File: config.mk
export PLATFORM = sky130hd
export DESIGN_NAME = segment_micro_step_interpolator_core
export DESIGN_NICKNAME = d
export VERILOG_FILES = /design/src/design/smsi_pkg.sv /design/src/design/smsi_div.sv /design/src/design/smsi_front.sv /design/src/design/smsi_queue.sv /design/src/design/smsi_back.sv /design/src/design/segment_micro_step_interpolator_core.sv
export SDC_FILE = /design/constraint.sdc
export NUM_CORES = 2
export LEC_CHECK = 0
export BUFFER_PORTS_ARGS = -buffer_cell sky130_fd_sc_hd__buf_2
export CORE_MARGIN = 1.5
export CORE_UTILIZATION = 50
export CTS_BUF_LIST = sky130_fd_sc_hd__clkbuf_4
export CTS_CLUSTER_SIZE = 12
export DETAILED_ROUTE_END_ITERATION = 10
export PLACE_DENSITY = 0.71
export SLEW_MARGIN = 30
export SYNTH_ARGS = -nofsm -noshare
export SYNTH_HDL_FRONTEND = slang
export SYNTH_SLANG_ARGS = --single-unit
File: constraint.sdc
create_clock -name clk -period 31.7 [get_ports clk]
set_clock_uncertainty 0.15 [all_clocks]
set_input_delay 4.755 -clock clk [delete_from_list [all_inputs] [get_ports clk]]
set_output_delay 4.755 -clock clk [all_outputs]
set_load 0.02 [all_outputs]
File: src/design/smsi_pkg.sv
// Shared types and constants of the segment micro step interpolator.
package smsi_pkg;

    localparam int STEP_W  = 7;   // step count and remainder width
    localparam int POS_W   = 24;  // Q16.8 position
    localparam int DIFF_W  = 25;  // position difference and its quotient
    localparam int PWR_W   = 16;  // Q0.16 power and output code
    localparam int PACC_W  = 18;  // accumulated power ramp, signed
    localparam int GAIN_W  = 16;
    localparam int OUT_W   = 32;
    localparam int CFG_IDX_W  = 2;
    localparam int CFG_DATA_W = 16;

    localparam logic [CFG_IDX_W-1:0] REG_STEPS      = 2'd0;
    localparam logic [CFG_IDX_W-1:0] REG_X_GAIN     = 2'd1;
    localparam logic [CFG_IDX_W-1:0] REG_Y_GAIN     = 2'd2;
    localparam logic [CFG_IDX_W-1:0] REG_FULL_SCALE = 2'd3;

    typedef enum logic [1:0] {
        FRONT_IDLE,
        FRONT_DIV,
        FRONT_PUSH
    } front_state_t;

    // One segment as handed from the front to the back: per-step quotient and
    // remainder of each difference over the step count.
    typedef struct packed {
        logic signed [DIFF_W-1:0] qdx;
        logic [STEP_W-1:0]        rdx;
        logic signed [DIFF_W-1:0] qdy;
        logic [STEP_W-1:0]        rdy;
        logic signed [PACC_W-1:0] qdp;
        logic [STEP_W-1:0]        rdp;
        logic [PWR_W-1:0]         p0;
        logic [STEP_W-1:0]        n;
    } seg_t;

endpackage

File: src/design/smsi_div.sv
// Bit-serial floor divider: signed difference over a small positive step count.
module smsi_div (
    input  logic                               clk,
    input  logic                               rst_n,
    input  logic                               start,
    input  logic signed [smsi_pkg::DIFF_W-1:0] dividend,
    input  logic [smsi_pkg::STEP_W-1:0]        divisor,
    output logic                               done,
    output logic signed [smsi_pkg::DIFF_W-1:0] quot,
    output logic [smsi_pkg::STEP_W-1:0]        rmd
);
    import smsi_pkg::*;

    localparam int CNT_W = $clog2(DIFF_W);

    logic              busy_reg;
    logic              done_reg;
    logic [CNT_W-1:0]  cnt_reg;
    logic              neg_reg;
    logic [DIFF_W-1:0] mag_reg;
    logic [STEP_W-1:0] rem_reg;

    logic [STEP_W:0]   trial;
    logic              ge;
    logic [STEP_W:0]   trial_sub;

    assign trial     = {rem_reg, mag_reg[DIFF_W-1]};
    assign ge        = trial >= {1'b0, divisor};
    assign trial_sub = trial - {1'b0, divisor};

    always_ff @(posedge clk or negedge rst_n)
    begin
        if (!rst_n)
        begin
            busy_reg <= 1'b0;
            done_reg <= 1'b0;
            cnt_reg  <= '0;
        end
        else
        begin
            done_reg <= busy_reg && (cnt_reg == CNT_W'(DIFF_W - 1));
            if (start)
            begin
                busy_reg <= 1'b1;
                cnt_reg  <= '0;
            end
            else if (busy_reg)
            begin
                cnt_reg <= cnt_reg + 1'b1;
                if (cnt_reg == CNT_W'(DIFF_W - 1))
                begin
                    busy_reg <= 1'b0;
                end
            end
        end
    end

    // Shift one quotient bit in per cycle; the remainder stays below the divisor.
    always_ff @(posedge clk)
    begin
        if (start)
        begin
            neg_reg <= dividend[DIFF_W-1];
            mag_reg <= dividend[DIFF_W-1] ? DIFF_W'(-dividend) : DIFF_W'(dividend);
            rem_reg <= '0;
        end
        else if (busy_reg)
        begin
            mag_reg <= {mag_reg[DIFF_W-2:0], ge};
            rem_reg <= ge ? trial_sub[STEP_W-1:0] : trial[STEP_W-1:0];
        end
    end

    // Turn the truncated magnitude result into floor quotient and modulo.
    always_comb
    begin
        if (neg_reg && (rem_reg != '0))
        begin
            quot = -$signed(mag_reg) - DIFF_W'(1);
            rmd  = divisor - rem_reg;
        end
        else if (neg_reg)
        begin
            quot = -$signed(mag_reg);
            rmd  = '0;
        end
        else
        begin
            quot = $signed(mag_reg);
            rmd  = rem_reg;
        end
    end

    assign done = done_reg;

endmodule

File: src/design/smsi_front.sv
// Front end: take points, keep the stored point, divide segment differences.
module smsi_front #(
    parameter int MAX_STEPS = 64
) (
    input  logic                             clk,
    input  logic                             rst_n,
    input  logic                             in_valid,
    output logic                             in_ready,
    input  logic signed [smsi_pkg::POS_W-1:0] x_pos,
    input  logic signed [smsi_pkg::POS_W-1:0] y_pos,
    input  logic [smsi_pkg::PWR_W-1:0]       power_level,
    input  logic                             first_point,
    input  logic [smsi_pkg::STEP_W-1:0]      steps_cfg,
    output logic                             push,
    output smsi_pkg::seg_t                   push_seg,
    input  logic                             q_full
);
    import smsi_pkg::*;

    front_state_t state_reg, state_next;

    logic                     have_start_reg;
    logic signed [POS_W-1:0]  prev_x_reg;
    logic signed [POS_W-1:0]  prev_y_reg;
    logic [PWR_W-1:0]         prev_p_reg;
    logic [PWR_W-1:0]         p0_reg;
    logic [STEP_W-1:0]        n_reg;

    logic                     in_fire;
    logic                     seg_fire;
    logic [STEP_W-1:0]        n_clamped;
    logic signed [DIFF_W-1:0] dx, dy, dp;
    logic                     div_start;
    logic [STEP_W-1:0]        div_n;
    logic                     done_x, done_y, done_p;
    logic signed [DIFF_W-1:0] qx, qy, qp;
    logic [STEP_W-1:0]        rx, ry, rp;

    assign in_fire  = in_valid && in_ready;
    assign seg_fire = in_fire && !first_point && have_start_reg;

    always_comb
    begin
        if (steps_cfg == '0)
            n_clamped = STEP_W'(1);
        else if (steps_cfg > STEP_W'(MAX_STEPS))
            n_clamped = STEP_W'(MAX_STEPS);
        else
            n_clamped = steps_cfg;
    end

    assign dx = DIFF_W'(x_pos) - DIFF_W'(prev_x_reg);
    assign dy = DIFF_W'(y_pos) - DIFF_W'(prev_y_reg);
    assign dp = DIFF_W'({1'b0, power_level}) - DIFF_W'({1'b0, prev_p_reg});

    // All three lanes run in lockstep; wait for every one of them.
    always_comb
    begin
        state_next = state_reg;
        case (state_reg)
            FRONT_IDLE:
            begin
                if (seg_fire)
                    state_next = FRONT_DIV;
            end
            FRONT_DIV:
            begin
                if (done_x && done_y && done_p)
                    state_next = FRONT_PUSH;
            end
            FRONT_PUSH:
            begin
                if (!q_full)
                    state_next = FRONT_IDLE;
            end
            default:
            begin
                state_next = FRONT_IDLE;
            end
        endcase
    end

    always_comb
    begin
        in_ready  = 1'b0;
        div_start = 1'b0;
        push      = 1'b0;
        case (state_reg)
            FRONT_IDLE:
            begin
                in_ready  = 1'b1;
                div_start = seg_fire;
            end
            FRONT_PUSH:
            begin
                push = !q_full;
            end
            default:
            begin
                in_ready = 1'b0;
            end
        endcase
    end

    always_ff @(posedge clk or negedge rst_n)
    begin
        if (!rst_n)
        begin
            state_reg      <= FRONT_IDLE;
            have_start_reg <= 1'b0;
            prev_x_reg     <= '0;
            prev_y_reg     <= '0;
            prev_p_reg     <= '0;
        end
        else
        begin
            state_reg <= state_next;
            if (in_fire)
            begin
                have_start_reg <= 1'b1;
                prev_x_reg     <= x_pos;
                prev_y_reg     <= y_pos;
                prev_p_reg     <= power_level;
            end
        end
    end

    // Hold the divisor and start power for the whole division.
    always_ff @(posedge clk)
    begin
        if (seg_fire)
        begin
            p0_reg <= prev_p_reg;
            n_reg  <= n_clamped;
        end
    end

    assign div_n = div_start ? n_clamped : n_reg;

    smsi_div u_div_x (
        .clk(clk), .rst_n(rst_n), .start(div_start), .dividend(dx),
        .divisor(div_n), .done(done_x), .quot(qx), .rmd(rx)
    );

    smsi_div u_div_y (
        .clk(clk), .rst_n(rst_n), .start(div_start), .dividend(dy),
        .divisor(div_n), .done(done_y), .quot(qy), .rmd(ry)
    );

    smsi_div u_div_p (
        .clk(clk), .rst_n(rst_n), .start(div_start), .dividend(dp),
        .divisor(div_n), .done(done_p), .quot(qp), .rmd(rp)
    );

    always_comb
    begin
        push_seg.qdx = qx;
        push_seg.rdx = rx;
        push_seg.qdy = qy;
        push_seg.rdy = ry;
        push_seg.qdp = qp[PACC_W-1:0];
        push_seg.rdp = rp;
        push_seg.p0  = p0_reg;
        push_seg.n   = n_reg;
    end

endmodule

File: src/design/smsi_queue.sv
// Two-entry segment queue between front end and step generator.
module smsi_queue (
    input  logic           clk,
    input  logic           rst_n,
    input  logic           push,
    input  smsi_pkg::seg_t push_seg,
    output logic           full,
    input  logic           pop,
    output logic           q_valid,
    output smsi_pkg::seg_t q_seg
);
    import smsi_pkg::*;

    seg_t        mem [2];
    logic        wr_ptr_reg;
    logic        rd_ptr_reg;
    logic [1:0]  count_reg;

    assign full    = count_reg == 2'd2;
    assign q_valid = count_reg != 2'd0;
    assign q_seg   = mem[rd_ptr_reg];

    always_ff @(posedge clk or negedge rst_n)
    begin
        if (!rst_n)
        begin
            wr_ptr_reg <= 1'b0;
            rd_ptr_reg <= 1'b0;
            count_reg  <= 2'd0;
        end
        else
        begin
            if (push)
                wr_ptr_reg <= !wr_ptr_reg;
            if (pop)
                rd_ptr_reg <= !rd_ptr_reg;
            case ({push, pop})
                2'b10:   count_reg <= count_reg + 2'd1;
                2'b01:   count_reg <= count_reg - 2'd1;
                default: count_reg <= count_reg;
            endcase
        end
    end

    always_ff @(posedge clk)
    begin
        if (push)
            mem[wr_ptr_reg] <= push_seg;
    end

endmodule

File: src/design/smsi_back.sv
// Back end: step generator, gain and power multipliers, rounding and output.
module smsi_back (
    input  logic                               clk,
    input  logic                               rst_n,
    input  logic                               q_valid,
    input  smsi_pkg::seg_t                     q_seg,
    output logic                               pop,
    input  logic [smsi_pkg::GAIN_W-1:0]        x_gain,
    input  logic [smsi_pkg::GAIN_W-1:0]        y_gain,
    input  logic [smsi_pkg::PWR_W-1:0]         full_scale,
    output logic                               out_valid,
    input  logic                               out_ready,
    output logic signed [smsi_pkg::OUT_W-1:0]  step_x,
    output logic signed [smsi_pkg::OUT_W-1:0]  step_y,
    output logic [smsi_pkg::PWR_W-1:0]         drive_power,
    output logic                               segment_end
);
    import smsi_pkg::*;

    localparam int PROD_W = DIFF_W + GAIN_W + 1;
    localparam int PSUM_W = PACC_W + 1;

    // Step generator
    logic                     gen_busy_reg;
    logic [STEP_W-1:0]        k_reg;
    seg_t                     seg_reg;
    logic [STEP_W-1:0]        rx_reg, ry_reg, rp_reg;
    logic signed [PACC_W-1:0] accp_reg;

    // Pipeline
    logic                     a_valid_reg;
    logic signed [DIFF_W-1:0] a_mx_reg, a_my_reg;
    logic [PWR_W-1:0]         a_p_reg;
    logic                     a_last_reg;
    logic                     b_valid_reg;
    logic signed [PROD_W-1:0] b_px_reg, b_py_reg;
    logic [2*PWR_W-1:0]       b_pp_reg;
    logic                     b_last_reg;
    logic                     c_valid_reg;
    logic signed [OUT_W-1:0]  c_sx_reg, c_sy_reg;
    logic [PWR_W-1:0]         c_pw_reg;
    logic                     c_last_reg;

    logic                     advance;
    logic                     gen_last;
    logic [STEP_W:0]          sum_x, sum_y, sum_p;
    logic                     cx, cy, cp;
    logic [STEP_W-1:0]        rx_next, ry_next, rp_next;
    logic signed [DIFF_W-1:0] mx, my;
    logic signed [PACC_W-1:0] accp_next;
    logic signed [PSUM_W-1:0] p_sum;
    logic [PWR_W-1:0]         p_clamped;
    logic [2*PWR_W:0]         pw_round;

    // Round half up at the Q8.8 gain point, then clip to the 32-bit range.
    function automatic logic signed [OUT_W-1:0] round_sat(input logic signed [PROD_W-1:0] v);
        logic signed [PROD_W-1:0] r;
        logic signed [PROD_W-1:0] s;
        r = v + PROD_W'(128);
        s = r >>> 8;
        if (s > $signed(PROD_W'({1'b0, {(OUT_W-1){1'b1}}})))
            round_sat = {1'b0, {(OUT_W-1){1'b1}}};
        else if (s < -$signed(PROD_W'({1'b0, 1'b1, {(OUT_W-1){1'b0}}})))
            round_sat = {1'b1, {(OUT_W-1){1'b0}}};
        else
            round_sat = s[OUT_W-1:0];
    endfunction

    assign advance  = !c_valid_reg || out_ready;
    assign gen_last = k_reg == seg_reg.n;
    assign pop      = q_valid && (!gen_busy_reg || (advance && gen_last));

    // Carry the remainder of each difference across steps, as a Bresenham walk.
    always_comb
    begin
        sum_x = {1'b0, rx_reg} + {1'b0, seg_reg.rdx};
        sum_y = {1'b0, ry_reg} + {1'b0, seg_reg.rdy};
        sum_p = {1'b0, rp_reg} + {1'b0, seg_reg.rdp};
        cx    = sum_x >= {1'b0, seg_reg.n};
        cy    = sum_y >= {1'b0, seg_reg.n};
        cp    = sum_p >= {1'b0, seg_reg.n};
        rx_next = cx ? STEP_W'(sum_x - {1'b0, seg_reg.n}) : sum_x[STEP_W-1:0];
        ry_next = cy ? STEP_W'(sum_y - {1'b0, seg_reg.n}) : sum_y[STEP_W-1:0];
        rp_next = cp ? STEP_W'(sum_p - {1'b0, seg_reg.n}) : sum_p[STEP_W-1:0];
        mx = seg_reg.qdx + DIFF_W'(cx);
        my = seg_reg.qdy + DIFF_W'(cy);
        accp_next = accp_reg + seg_reg.qdp + PACC_W'(cp);
        p_sum = $signed(PSUM_W'({1'b0, seg_reg.p0})) + PSUM_W'(accp_next);
        if (p_sum[PSUM_W-1])
            p_clamped = '0;
        else if (p_sum[PSUM_W-2:PWR_W] != '0)
            p_clamped = '1;
        else
            p_clamped = p_sum[PWR_W-1:0];
    end

    assign pw_round = {1'b0, b_pp_reg} + (2*PWR_W+1)'(1 << (PWR_W - 1));

    always_ff @(posedge clk or negedge rst_n)
    begin
        if (!rst_n)
        begin
            gen_busy_reg <= 1'b0;
            a_valid_reg  <= 1'b0;
            b_valid_reg  <= 1'b0;
            c_valid_reg  <= 1'b0;
        end
        else
        begin
            if (pop)
                gen_busy_reg <= 1'b1;
            else if (advance && gen_busy_reg && gen_last)
                gen_busy_reg <= 1'b0;
            if (advance)
            begin
                a_valid_reg <= gen_busy_reg;
                b_valid_reg <= a_valid_reg;
                c_valid_reg <= b_valid_reg;
            end
        end
    end

    always_ff @(posedge clk)
    begin
        if (pop)
        begin
            seg_reg  <= q_seg;
            k_reg    <= STEP_W'(1);
            rx_reg   <= '0;
            ry_reg   <= '0;
            rp_reg   <= '0;
            accp_reg <= '0;
        end
        else if (advance && gen_busy_reg)
        begin
            k_reg    <= k_reg + STEP_W'(1);
            rx_reg   <= rx_next;
            ry_reg   <= ry_next;
            rp_reg   <= rp_next;
            accp_reg <= accp_next;
        end
        if (advance)
        begin
            a_mx_reg   <= mx;
            a_my_reg   <= my;
            a_p_reg    <= p_clamped;
            a_last_reg <= gen_last;
            b_px_reg   <= PROD_W'(a_mx_reg * $signed({1'b0, x_gain}));
            b_py_reg   <= PROD_W'(a_my_reg * $signed({1'b0, y_gain}));
            b_pp_reg   <= a_p_reg * full_scale;
            b_last_reg <= a_last_reg;
            c_sx_reg   <= round_sat(b_px_reg);
            c_sy_reg   <= round_sat(b_py_reg);
            c_pw_reg   <= pw_round[2*PWR_W-1:PWR_W];
            c_last_reg <= b_last_reg;
        end
    end

    assign out_valid   = c_valid_reg;
    assign step_x      = c_sx_reg;
    assign step_y      = c_sy_reg;
    assign drive_power = c_pw_reg;
    assign segment_end = c_last_reg;

endmodule

File: src/design/segment_micro_step_interpolator_core.sv
// Top level of the segment micro step interpolator: config registers and wiring.
//
// Points (x, y, relative power) come in one beat each. A point flagged as the
// first of a figure, or any point while none is stored, is only remembered and
// yields no output. Every other point closes a segment from the stored point and
// yields steps_per_segment output beats (0 acts as 1, values above MAX_STEPS are
// clipped): per micro step the relative x/y move times its Q8.8 gain, rounded
// half up and saturated to 32 bits, the linearly ramped power scaled to
// power_full_scale, and segment_end on the last step. The moves of a segment sum
// exactly to the point difference. The front end takes a point and then runs each
// segment point through a one-bit-per-cycle divider (25 quotient bits) that
// splits the x, y and power differences over the step count; while the front end
// is idle, points that yield no segment arrive at one per cycle. Two divided
// segments can wait in a queue. The back end emits one micro step per cycle while
// out_ready is high, with a three-stage pipeline (step walk, multiply, round)
// between queue and output. Write the configuration only while the block is idle.
module segment_micro_step_interpolator_core #(
    parameter int MAX_STEPS = 64
) (
    input  logic                                  clk,
    input  logic                                  rst_n,
    input  logic                                  cfg_wr_en,
    input  logic [smsi_pkg::CFG_IDX_W-1:0]        cfg_index,
    input  logic [smsi_pkg::CFG_DATA_W-1:0]       cfg_data,
    input  logic                                  in_valid,
    output logic                                  in_ready,
    input  logic signed [smsi_pkg::POS_W-1:0]     x_pos,
    input  logic signed [smsi_pkg::POS_W-1:0]     y_pos,
    input  logic [smsi_pkg::PWR_W-1:0]            power_level,
    input  logic                                  first_point,
    output logic                                  out_valid,
    input  logic                                  out_ready,
    output logic signed [smsi_pkg::OUT_W-1:0]     step_x,
    output logic signed [smsi_pkg::OUT_W-1:0]     step_y,
    output logic [smsi_pkg::PWR_W-1:0]            drive_power,
    output logic                                  segment_end
);
    import smsi_pkg::*;

    logic [STEP_W-1:0] steps_reg;
    logic [GAIN_W-1:0] x_gain_reg;
    logic [GAIN_W-1:0] y_gain_reg;
    logic [PWR_W-1:0]  full_scale_reg;

    logic push;
    seg_t push_seg;
    logic q_full;
    logic pop;
    logic q_valid;
    seg_t q_seg;

    // Register writes land at once; no read-back.
    always_ff @(posedge clk or negedge rst_n)
    begin
        if (!rst_n)
        begin
            steps_reg      <= STEP_W'(1);
            x_gain_reg     <= GAIN_W'(256);
            y_gain_reg     <= GAIN_W'(256);
            full_scale_reg <= PWR_W'(4095);
        end
        else if (cfg_wr_en)
        begin
            case (cfg_index)
                REG_STEPS:      steps_reg      <= cfg_data[STEP_W-1:0];
                REG_X_GAIN:     x_gain_reg     <= cfg_data[GAIN_W-1:0];
                REG_Y_GAIN:     y_gain_reg     <= cfg_data[GAIN_W-1:0];
                REG_FULL_SCALE: full_scale_reg <= cfg_data[PWR_W-1:0];
                default:        steps_reg      <= steps_reg;
            endcase
        end
    end

    // Front end: hold the stored point, divide each new segment.
    smsi_front #(
        .MAX_STEPS(MAX_STEPS)
    ) u_front (
        .clk         (clk),
        .rst_n       (rst_n),
        .in_valid    (in_valid),
        .in_ready    (in_ready),
        .x_pos       (x_pos),
        .y_pos       (y_pos),
        .power_level (power_level),
        .first_point (first_point),
        .steps_cfg   (steps_reg),
        .push        (push),
        .push_seg    (push_seg),
        .q_full      (q_full)
    );

    // Decouple divider and step generator.
    smsi_queue u_queue (
        .clk      (clk),
        .rst_n    (rst_n),
        .push     (push),
        .push_seg (push_seg),
        .full     (q_full),
        .pop      (pop),
        .q_valid  (q_valid),
        .q_seg    (q_seg)
    );

    // Back end: advance one micro step per beat.
    smsi_back u_back (
        .clk         (clk),
        .rst_n       (rst_n),
        .q_valid     (q_valid),
        .q_seg       (q_seg),
        .pop         (pop),
        .x_gain      (x_gain_reg),
        .y_gain      (y_gain_reg),
        .full_scale  (full_scale_reg),
        .out_valid   (out_valid),
        .out_ready   (out_ready),
        .step_x      (step_x),
        .step_y      (step_y),
        .drive_power (drive_power),
        .segment_end (segment_end)
    );

endmodule

-- Word level (Yosys, flattened, before mapping)
Memories as Yosys holds them, arrays and structs flattened. A register that Yosys moved wholly into a read port is not among the register bits.
Cells that the tools add are included.
- bits in registers: 584
- bits in read-only memories: 0
- word-level logic and storage cells: 222
- latch bits: 0
- bits of input ports: 88
- memories kept: 1
- memory bits (writable): 224
- output and inout port bits: 83
- shift operators: 0
- order comparisons: 11
- equality and inequality tests: 15
- multiplexer cells: 60
- reduce and logical (&&, ||, !) cells: 41
- div/mod/pow operators: 0
- bitwise logic cells: 0
- $add $sub $neg: 38
- multiply operators: 3
- memory list (name ; words ; bits a word ; rd ports ; clocked after Yosys merged registers in ; wr ports ; RTL line ; text):
    u_queue.mem ; 2 ; 112 ; 1 ; 1 ; 1 ; smsi_queue.sv:14 ; seg_t mem [2];
- operator list (cell ; count):
    $mux W25 ; 13
    $neg A25 Y25 ; 5
    $mux W7 ; 15
    $add A42 B9 Y42 const B ; 2
    $mul A25 B17 Y42 ; 2
    $gt A34 B32 Y1 const B ; 2
    $lt A34 B32 Y1 const B ; 2
    $mux W32 ; 2
    $sub A7 B7 Y7 ; 9
    $add A25 B1 Y25 ; 2
    $sub A24 B24 Y25 ; 2
    $sub A25 B2 Y25 const B ; 2
    $ge A8 B7 Y1 ; 6
    $mux W18 ; 2
    $add A32 B16 Y32 const B ; 1
    $mul A16 B16 Y32 ; 1
    $mux W5 ; 6
    $add A7 B7 Y8 ; 3
    $reduce_bool A7 Y1 ; 3
    $add A17 B18 Y19 ; 1
    $add A18 B1 Y18 ; 1
    $add A18 B18 Y18 ; 1
    $neg A18 Y18 ; 1
    $sub A18 B2 Y18 const B ; 1
    25 further kinds ; 83

-- Longest topological paths before layout
- word-level depth: 10
- gate-level depth with buffers: 33
- depth with buffers taken out: 31

-- Cells and area by module
From an unflattened synthesis, not the netlist that was laid out.
- cell total of the unflattened synthesis: 8233
- area, all modules: 83980.5 µm²
- by module, submodules not included (module ; seq. area each (µm²) ; area each (µm²) ; cells an instance ; times used):
    smsi_back ; 11471.0 ; 53964.3 ; 5402 ; 1
    smsi_div ; 1096.1 ; 4262.8 ; 529 ; 3
    smsi_queue ; 6826.5 ; 8562.0 ; 365 ; 1
    smsi_front ; 2367.3 ; 6578.8 ; 762 ; 1
    segment_micro_step_interpolator_core ; 1395.1 ; 2087.0 ; 117 ; 1

-- Worst setup path after synthesis
Ideal clock, no wire load.
- path type: input port to flip-flop
- start: input port out_ready
- end: register u_queue.count_reg[1]
- setup time: 0.079 ns
- stages on the path: 8
- slack: 14.954 ns
- path buffers: 2
- data arrival time: 16.517 ns
- cell sequence: nand2b_1 -> clkbuf_1 -> nand2_1 -> a21oi_1 -> clkbuf_1 -> ha_1 -> nor2_1 -> xor2_1
- longest elaborated chain between the ends: 6
- elaborated cells between the ends (all ways): 8
- those cells by class: eq/ne (2); mux (1); reduce/logical (5)
- RTL lines (item ; RTL line ; text):
    start, declared ; segment_micro_step_interpolator_core.sv:32 ; input logic out_ready,
    $logic_or A1 B1 Y1 (*) ; smsi_back.sv:69 ; assign advance = !c_valid_reg || out_ready;
    $logic_and A1 B1 Y1 (*) ; smsi_back.sv:71 ; assign pop = q_valid && (!gen_busy_reg || (advance && gen_last));
    $logic_or A1 B1 Y1 (*) ; smsi_back.sv:71 ;
    $logic_and A1 B1 Y1 (*) ; smsi_back.sv:71 ;
    net pop ; segment_micro_step_interpolator_core.sv:48 ; logic pop;
    $eq A2 B1 Y1 or $eq A2 B2 Y1 (tied branches) ; smsi_queue.sv:37 ; case ({push, pop})
    $pmux W2 S2 or $reduce_bool A2 Y1 (tied branches) ; n/a ;
    end signal, assigned ; smsi_queue.sv:38 ; 2'b10: count_reg <= count_reg + 2'd1;
    end signal, assigned ; smsi_queue.sv:39 ; 2'b01: count_reg <= count_reg - 2'd1;
    end signal, assigned ; smsi_queue.sv:40 ; default: count_reg <= count_reg;
    end, declared ; smsi_queue.sv:17 ; logic [1:0] count_reg;
Mark *: on every way through the listed nets, which the timed path passes. The rest lies on a longest branch.
A chain may end at the register's enable or synchronous reset.

-- Final worst setup path
- start: input port in_valid
- end: register u_front.u_div_y.rem_reg[6]
- longest elaborated chain between the ends: 7
- elaborated cells between the ends (all ways): 8
- those cells by class: add/sub (1); order compare (1); mux (3); reduce/logical (3)
- RTL lines (item ; RTL line ; text):
    start, declared ; segment_micro_step_interpolator_core.sv:25 ; input logic in_valid,
    $logic_and A1 B1 Y1 (*) ; smsi_front.sv:39 ; assign in_fire = in_valid && in_ready;
    $logic_and A1 B1 Y1 (*) (2 in a row) ; smsi_front.sv:40 ; assign seg_fire = in_fire && !first_point && have_start_reg;
    $mux W1 (*) ; smsi_front.sv:88 ; case (state_reg)
    $mux W7 ; smsi_front.sv:138 ; assign div_n = div_start ? n_clamped : n_reg;
    $sub A7 B7 Y7 or $ge A8 B7 Y1 (tied branches) ; smsi_div.sv:29, smsi_div.sv:28 ;
    $mux W7 ; smsi_div.sv:70 ; rem_reg <= ge ? trial_sub[STEP_W-1:0] : trial[STEP_W-1:0];
    end signal, assigned ; smsi_div.sv:70 ;
    end, declared ; smsi_div.sv:21 ; logic [STEP_W-1:0] rem_reg;
Every way passes the cells marked *; elsewhere a longest branch is shown, timed or not.

==> results.rst <==
.. list-table::
   :header-rows: 1

   * - Metric
     - Value
   * - Status
     - complete, no violations
   * - Launching element of the worst setup path
     - in_valid
   * - Slowest cell on the critical path
     - sky130_fd_sc_hd__buf_4
   * - Vias in the first global route
     - 59600
   * - Post-cts repair resize count
     - 0
   * - Placed wire-length estimate after detailed placement
     - roughly 140000 µm
   * - Final setup violation count
     - 0
   * - Cts bufs inserted
     - 235
   * - Row cnt
     - 148
   * - Mapped Nets
     - 9765
   * - ANT nets after route
     - 0
   * - Top-level port count
     - about 170
   * - Cells along the critical path
     - buf_2 -> and2_4 -> buf_6 -> nand3b_1 -> buf_4 -> inv_2 -> buf_4 -> nand2_1 -> nand2_1 -> inv_1 -> ha_1 -> a21o_1 -> a21oi_1 -> nor2b_1 -> o21a_1 -> o21a_1 -> nor2_1 -> a2111oi_0 -> a31o_2
   * - Count of buffers added by post-CTS timing repair for setup
     - 0
   * - Largest cells by area after synthesis
     - sky130_fd_sc_hd__edfxtp_1 25%, sky130_fd_sc_hd__fa_1 24%, sky130_fd_sc_hd__ha_1 7.6%
   * - Share of async-settable or async-resettable flops after synthesis
     - approximately 17%
   * - Share of the clock period used by the worst path
     - 27.2%
   * - CTS tree
     - yes
   * - Detailed-route DRC error count
     - 0
   * - Startpoint of the worst register-to-register path
     - u_back.seg_reg[23]$_DFFE_PP_
   * - Portion of synthesized cell area occupied by the leading cell type
     - 24.6%
   * - Startpoint Class
     - primary input
   * - Max_cap viols
     - 0
   * - Commonest cells after routing, fill and taps aside
     - 1288 x sky130_fd_sc_hd__inv_1, 1094 x sky130_fd_sc_hd__nand2_1, 989 x sky130_fd_sc_hd__fa_1
   * - Clock transition at path regs
     - 0.06 ns
   * - Clock Latency Late Sink
     - 1.26 ns
   * - Crit-path max cell delay
     - 0.67 ns
   * - Crit path time final
     - roughly 8.6 ns
   * - Sequential fraction of the synthesis area
     - 30.8%
   * - Clock Sink Count
     - slightly below 900
   * - Die extent in x
     - 409 µm
   * - Number of cells after detailed placement
     - 10200
   * - Gate count after technology mapping
     - 8187
   * - Wire length of the first global-routing pass
     - 310000 µm
   * - Overflow left after global routing
     - 0
   * - Unrepaired setup endpoints after global routing
     - false
   * - HP Class
     - register to register
   * - Area of the mapped netlist
     - 82300 µm²
   * - CP required
     - 32.62 ns
   * - Clock tree root driver cell
     - sky130_fd_sc_hd__clkbuf_4
   * - Max Transition Viols Final
     - 0
   * - Port Buffers
     - 170
   * - Critical path endpoint category
     - register
   * - Pin count of the biggest net entering global routing
     - 162
   * - Share of layout cells above drive strength 1
     - 10.3%
   * - Via count normalized by instance count
     - 5.38
   * - Cts-stage hold buffer count
     - 0
   * - Yosys warns
     - 0
   * - Starting density of the core
     - 50.5%
   * - Vertical die dimension
     - a little over 400 µm
   * - Final Hold Vio Count
     - 0
   * - Number of antenna violations at the first check in global routing
     - 13
   * - Top FF cell, synth
     - sky130_fd_sc_hd__edfxtp_1
   * - Measured slew at the worst slew-check pin
     - about 0.98 ns
   * - Library cells used by synthesis
     - 95
   * - Layout Cells excl Fill
     - 10700
   * - Aggregate global-route resource usage
     - between 20 and 25%
   * - Top fanout value on the critical path
     - 127
   * - Data arrival, critical path
     - 9.54 ns
   * - Sum of negative setup slack
     - 0 ns
   * - Fill cell instance count of the final layout
     - 14200
   * - Overall via count from detail_route
     - 57600
   * - Avg WL per Cell
     - roughly 18 µm
   * - Die Area
     - 167000 µm²
   * - Type of the worst setup path
     - primary input to register
   * - Highest clock frequency the design can meet
     - between 100 and 150 MHz
   * - Total detailed-routing wirelength
     - 189000 µm
   * - CTS H-tree lvls
     - 4
   * - Area Growth Syn to Fin
     - 7.44%
   * - Final design utilization
     - a little over half
   * - Starting DRC count in detailed routing
     - 4054
   * - Max clock buf depth
     - 3
   * - Headroom to the max-slew limit
     - 34.4%
   * - Commonest non-fill, non-tap cell in the layout
     - sky130_fd_sc_hd__inv_1
   * - Flops & latches, synth
     - 891
   * - Pre-Repair DR Iteration Count
     - 6
   * - Most area-hungry cell type in the Yosys netlist
     - sky130_fd_sc_hd__edfxtp_1
   * - Count of flip-flops with a built-in enable after synthesis
     - 673
   * - Startpoint of the tightest hold check path
     - u_back.a_last_reg$_DFFE_PN_
   * - Placeable core region
     - 163000 µm²
   * - Max reg flops
     - 224
   * - Count of nets after finishing
     - 9891
   * - Average cell area after synthesis
     - slightly above 10 µm²
   * - Placer's final routability congestion estimate
     - 0.910
worst paths after layout:
| path | depth (start not counted) | end | slack [ns] |
|---|---|---|---|
| max | 19 | u_front.u_div_y.rem_reg[6]$_SDFFE_PP0P_ | 23.08 |
| max in group asynchronous | 2 | x_gain_reg[3]$_DFFE_PN0P_ | 26.75 |
| min reg2reg | 0 | u_back.b_last_reg$_DFFE_PN_ | 0.27 |
| min in group asynchronous | 1 | u_front.prev_y_reg[20]$_DFFE_PN0P_ | 3.32 |
| max reg2reg | 29 | u_back.a_p_reg[14]$_SDFFCE_PP0N_ | 23.52 |
| min | 0 | u_back.b_last_reg$_DFFE_PN_ | 0.27 |
through the flow:
step / setup slack [ns] / hold WS, ns / area (µm²)
3_3_place_gp: 21.62 / 0.258 / 85100
2_1_floorplan: 14.95 / 0.250 / 82300
5_1_grt: 22.66 / 0.283 / 88400
3_5_place_dp: 21.58 / 0.258 / 85100
4_1_cts: 22.94 / 0.274 / 88300
6_report: 23.08 / 0.272 / 88400
cell usage after synthesis, types with 14 or more instances:
cell,number
sky130_fd_sc_hd__or2_2,14
sky130_fd_sc_hd__or3_1,25
sky130_fd_sc_hd__o21a_1,46
sky130_fd_sc_hd__a21oi_1,264
sky130_fd_sc_hd__nor4_1,29
sky130_fd_sc_hd__buf_1,19
sky130_fd_sc_hd__o21ai_0,302
sky130_fd_sc_hd__nand2b_1,38
sky130_fd_sc_hd__dfstp_2,15
sky130_fd_sc_hd__nor2b_1,43
sky130_fd_sc_hd__a31oi_1,31
sky130_fd_sc_hd__and3_1,59
sky130_fd_sc_hd__nor2_1,342
sky130_fd_sc_hd__xnor2_1,319
sky130_fd_sc_hd__nand3_1,121
sky130_fd_sc_hd__and4_1,16
sky130_fd_sc_hd__inv_1,1288
sky130_fd_sc_hd__mux2i_1,27
sky130_fd_sc_hd__xor2_1,199
sky130_fd_sc_hd__nor3_1,94
sky130_fd_sc_hd__a211o_1,15
sky130_fd_sc_hd__o31ai_1,15
sky130_fd_sc_hd__mux2_2,182
sky130_fd_sc_hd__and2_1,429
sky130_fd_sc_hd__o211ai_1,34
sky130_fd_sc_hd__o21bai_1,29
sky130_fd_sc_hd__edfxtp_1,673
sky130_fd_sc_hd__fa_1,989
sky130_fd_sc_hd__a211oi_1,54
sky130_fd_sc_hd__dfxtp_1,67
sky130_fd_sc_hd__o22ai_1,18
sky130_fd_sc_hd__clkbuf_1,303
sky130_fd_sc_hd__dfrtp_1,136
sky130_fd_sc_hd__nand2_1,1097
sky130_fd_sc_hd__nand4_1,60
sky130_fd_sc_hd__ha_1,501
sky130_fd_sc_hd__a21o_1,86
critical path, delay by kind of cell:
family                     cells  cell delay [ns]
AOI/OAI and AO/OA              6             1.20
and+or+nand+nor                6             1.30
buffers and inverters          6             1.89
adders and majority gates      1             0.35
per-layer routing:
metal | part of all wire, % | track usage [%] | routed length [µm]
met5 | 0.029 | 0 | 55
met4 | 3.3 | 8.16 | 6150
met3 | 7.4 | 4.77 | 13900
met2 | 45 | 35.8 | 85100
met1 | 44 | 31.9 | 83600
cell families (layout without fill, tap and decap cells):
family          after synthesis  count (layout)  share of synthesized area (%)
other cells                   0              12                              0
simple gates               2423            2423                           13.9
compound gates             1034            1034                           7.86
flops                       891             891                           30.8
mux                         209             209                           2.82
xor+xnor                    518             518                           5.51
fa+ha+maj                  1490            1490                           31.7
buf+inv                    1622            1947                           7.42
area by class of cell:
| class | count | area (µm²) | share of cell area [%] |
|---|---|---|---|
| repair buffers | 220 | 1280 | 1.45 |
| inverters | 1291 | 4850 | 5.48 |
| well taps | 2175 | 2720 | 3.08 |
| clock inverters | 88 | 608 | 0.688 |
| multi-input cells | 5674 | 51000 | 57.6 |
| clock buffers | 348 | 2610 | 2.95 |
| diodes | 12 | 30.0 | 0.0340 |
| flip-flops and latches | 891 | 25400 | 28.7 |
Power is not shown: default switching activity piles up to over one toggle a cycle in this logic, so the estimate is an artifact.
